**config.mk**
```make
export PLATFORM = sky130hd
export DESIGN_NAME = prq_ram
export DESIGN_NICKNAME = d
export VERILOG_FILES = /design/src/rtl/prq_ram.sv
export SDC_FILE = /design/constraint.sdc
export NUM_CORES = 2
export LEC_CHECK = 0
export BUFFER_PORTS_ARGS = -buffer_cell sky130_fd_sc_hd__buf_2
export CAP_MARGIN = 20
export CORE_ASPECT_RATIO = 1.75
export CORE_UTILIZATION = 60
export DETAILED_ROUTE_END_ITERATION = 8
export GPL_ROUTABILITY_DRIVEN = 0
export PLACE_DENSITY = 0.8
export REMOVE_ABC_BUFFERS = 1
export SYNTH_ARGS = -nofsm -noshare
export SYNTH_HDL_FRONTEND = slang
export SYNTH_SLANG_ARGS = --single-unit
```
**constraint.sdc**
```tcl
create_clock -name i_clk -period 8.15 [get_ports i_clk]
set_input_delay 0.815 -clock i_clk [delete_from_list [all_inputs] [get_ports i_clk]]
set_output_delay 0.815 -clock i_clk [all_outputs]
set_load 0.05 [all_outputs]
```
**src/rtl/prq_ram.sv**
```systemverilog
module prq_ram #(
    parameter int WIDTH = 32,
    parameter int DEPTH = 64
) (
    input  logic                     i_clk,
    input  logic                     i_we,
    input  logic [$clog2(DEPTH)-1:0] i_waddr,
    input  logic [WIDTH-1:0]         i_wdata,
    input  logic [$clog2(DEPTH)-1:0] i_raddr,
    output logic [WIDTH-1:0]         o_rdata
);
    logic [WIDTH-1:0] r_mem [DEPTH];

    always_ff @(posedge i_clk) begin
        if (i_we) begin
            r_mem[i_waddr] <= i_wdata;
        end
        o_rdata <= r_mem[i_raddr];
    end
endmodule

```
* Yosys cells after proc, flatten, opt, wreduce, memory -nomap -nowiden
Memory sizes are Yosys's and may differ from the RTL's. A register that Yosys moved wholly into a read port is not among the register bits.
Cells that the tools add are included.
** Operators by class
- Multiply operators :: 0
- Muxes and demuxes :: 2
- $add $sub $neg :: 0
- Equal/unequal tests :: 0
- Shifts and indexed selects :: 0
- Div/mod/pow operators :: 0
- $lt $le $gt $ge :: 0
- Reduce and logical (&&, ||, !) cells :: 0
- Bitwise logic cells :: 0
** Operators with widths (count)
- two-way mux 1 bit :: 2
** Word-level totals
- ROM bits :: 0
- Latch bits :: 0
- Bits in writable memories :: 2048
- Memories :: 1
- Register bits :: 0
- Input port bits :: 46
** Memory list
- r_mem :: depth 64, width 32, rd ports 1, clocked after Yosys merged registers in 1, write ports 1, line 12 : logic [WIDTH-1:0] r_mem [DEPTH];

* Depth between registers and ports, before layout
- Depth after elaboration :: 2
- Mapped depth :: 10
- Mapped depth without buffers :: 5

* Least setup slack after synthesis
OpenSTA, ideal clock, no wires.
- Kind :: input to register
- Start point :: in i_waddr[3]
- End point :: mem r_mem[48][0], enable pin
- Setup time :: 461 ps
- Path buffers :: 1
- Data arrival time :: 3514 ps
- Cell stages on the path :: 4
- Slack :: 4175 ps
- Cells stage by stage :: clkbuf_1 nor2b_1 nand4b_1 nor3_1
** RTL lines
- from (decl) :: line 7 : input logic [$clog2(DEPTH)-1:0] i_waddr,
- to (decl) :: line 12
No word-level cell before the write port.

==> results.sh <==
export IMPL_dpl_cell_area_um2=81680
export IMPL_grt_pass1_vias=39530
export IMPL_first_pass_iters=6
export IMPL_path_cells="buf_8 > buf_4 > mux4_2 > mux4_2 > o22ai_1 > nor2_1"
export IMPL_leakagePower_nw=27.12
export IMPL_synthCells=3324
export IMPL_hold_buffers=0
export IMPL_powerDensity_nw_per_um2=244.8
export IMPL_chipHeight_um=480.5
export IMPL_yosysTopAreaCell="edfxtp_1"
export IMPL_hold_viol_final=0
export IMPL_vias_per_cell=7.298
export IMPL_drc_errors=0
export IMPL_syn_area_per_cell_um2=23.62
export IMPL_worstPathRequired_ns=8.78
export IMPL_grt_antenna_before_repair=22
export IMPL_clock_skew_ns=0.02629
export IMPL_critPathLaunch="i_raddr[0]"
export IMPL_tns_ns=0
export IMPL_ir_drop_uv=212.2
export IMPL_yosys_cell_types_count=34
export IMPL_worst_path_buf_inv=2
export IMPL_drt_wirelength_per_cell_um=40.48
export IMPL_slowest_delay_ns=0.81
export IMPL_mostFrequentLayoutCell="edfxtp_1"
export IMPL_worstMarginPinSlew_ns=1.231
export IMPL_grt_overflow=0
export IMPL_finalWorstSetupSlack_ns=4.399
export IMPL_root_buffer="clkbuf_16"
export IMPL_n_fill_cell=7309
export IMPL_layout_drive_gt1_share_pct=29.26
export IMPL_cts_max_path_buffers=3
export IMPL_fmax_mhz=266.6
export IMPL_yosysTopAreaCellShare_pct=78.33
export IMPL_dieArea_um2=132400
export IMPL_ant_nets=0
export IMPL_cts_repair_resized=0
export IMPL_synth_seq_area_share_pct=79.14
export IMPL_syn2layout_area_growth_pct=11.25
export IMPL_drtIter0Drc=6173
export IMPL_crit_path_frequent_cell="mux4_2"
export IMPL_grt_total_usage_pct=33.69
export IMPL_syn_area_um2=78520
export IMPL_yosysWarnings=0
export IMPL_period_share_pct=46.03
export IMPL_fin_util_pct=67.27
export IMPL_finalCriticalPeriod_ns=3.751
export IMPL_start_util_pct=60.47
export IMPL_end_kind="flip-flop"
export IMPL_port_buffers=77
export IMPL_grt_max_degree=113
export IMPL_cts_setup_buffers=0
export IMPL_hold_class="in -> reg"
export IMPL_pre_cts_slack_ns=3.698
export IMPL_synth_seq_cells=2080
export IMPL_cp_max_fo=63
export IMPL_stdcell_area_um2=87350
export IMPL_cts_sinks=2080
export IMPL_vias=39060
export IMPL_fp_row_count=175
export IMPL_cts_tree="yes"
export IMPL_crit_family="buffers and inverters"
export IMPL_clk_latency_ns=0.79
export IMPL_io_pins=78
export IMPL_status="finished clean"
export IMPL_hold_start="i_wdata[6]"
export IMPL_wirelength_mm=216.6
export IMPL_relSlewSlack_pct=17.93
export IMPL_h_tree_depth=4
export IMPL_maxCapViolations=0
export IMPL_layout_common_cells="edfxtp_1 (2048), mux4_2 (544), clkbuf_16 (172)"
export IMPL_cp_arrival_ns=4.38
export IMPL_crit_type="in -> reg"
export IMPL_startpoint_type="input pin"
export IMPL_fin_nets=3570
export IMPL_rsz0062_at_grt="no"
export IMPL_cts_buffers=167
export IMPL_path_clk_slew_ns=0.07
export IMPL_die_x_um=275.5
export IMPL_slew_viol_final=0
export IMPL_setup_viol=0
export IMPL_core_area_um2=129800
export IMPL_cpMaxStageDelayCell="o22ai_1"
export IMPL_yosys_top_cells_area="edfxtp_1 (78%), mux4_2 (16%), mux2i_1 (1.2%), dfxtp_1 (0.82%), o22ai_1 (0.67%)"
export IMPL_hpwl_mm=111.3
export IMPL_r2r_start="r_mem[15][11]$_DFFE_PP_"
export IMPL_grt_pass1_wl_mm=300.5
flip-flops by register name, indices dropped and copies added (netlist names):
| register | cells |
|---|---|
| o_rdata | 32 |
| r_mem | 2048 |
final timing paths:
check / endpoint / slack (ns) / depth (start not counted)
max reg2reg: o_rdata[11]$_DFF_P_ / 5.59 / 4
max: o_rdata[11]$_DFF_P_ / 4.40 / 6
min reg2reg: o_rdata[20]$_DFF_P_ / 0.78 / 4
min: r_mem[40][6]$_DFFE_PP_ / 0.49 / 1
worst register-to-register path, delay by kind of cell, from the launching register on:
family             cells  cell delay (ns)
muxes                  2             1.04
DFF                    1             0.39
AOI/OAI and AO/OA      1             0.81
and+or+nand+nor        1             0.16
logic make-up (layout without fill, tap and decap cells):
kind of cell / count (synthesis) / count (layout) / synth area share (%)
buf+inv: 182 / 515 / 1.128
compound gates: 202 / 202 / 1.673
simple gates: 223 / 223 / 1.265
other cells: 0 / 14 / 0
flops: 2080 / 2080 / 79.14
mux: 637 / 637 / 16.79
synth_stat cells:
master,instances
or2_1,1
o221ai_1,27
nand4_1,2
nand2_1,26
clkbuf_1,74
and3_1,4
nand3_1,5
and2_1,2
a21oi_1,62
or3b_1,2
buf_2,57
or2_0,1
nor2_1,137
buf_1,21
nor3_1,7
nand4b_1,1
buf_4,25
edfxtp_1,2048
or2_2,1
a41o_1,4
mux4_2,544
nand2b_1,8
nand3b_1,5
or3_1,3
dfxtp_1,32
a311oi_1,8
a31oi_1,1
nor2b_1,15
a22oi_1,12
or3b_2,3
mux2i_1,93
o22ai_1,84
buf_6,5
o32ai_1,4
through the flow:
| stage | total power, mW | std cells | hold slack [ns] |
|---|---|---|---|
| global placement | 13.29 | 5024 | 0.7028 |
| global route | 21.79 | 5340 | 0.4777 |
| floorplan | 12.61 | 3142 | 0.6632 |
| CTS | 21.39 | 5327 | 0.6316 |
| finish | 21.38 | 5352 | 0.4903 |
| detailed placement | 13.32 | 5025 | 0.7322 |
metal layers:
metal | up-vias | part of all wire, % | global-route usage, %
met3 | 759 | 10 | 6.706
li1 | 14610 | - | -
met4 | 18 | 8.8 | 24.22
met2 | 3504 | 51 | 55.34
met5 | - | 0.051 | 0
met1 | 20170 | 30 | 39.70
where the power goes:
group	switching (mW)	internal, mW	total (mW)	leakage [nW]
combinational	0.846	0.402	1.25	5.76
clock	3.72	4.52	8.24	2.67
sequential	0.0566	11.8	11.9	18.7
total	4.63	16.8	21.4	27.1
cell type report:
class	instances	area, um^2	area share (%)
clock buffer	211	4501	5.153
multi-input combinational	1062	15980	18.30
antenna	14	35.03	0.04011
timing repair buffer	213	1638	1.875
sequential	2080	62140	71.14
tap	1681	2103	2.408
clock inverter	91	948.4	1.086
Power figures use the tool's default switching activity.
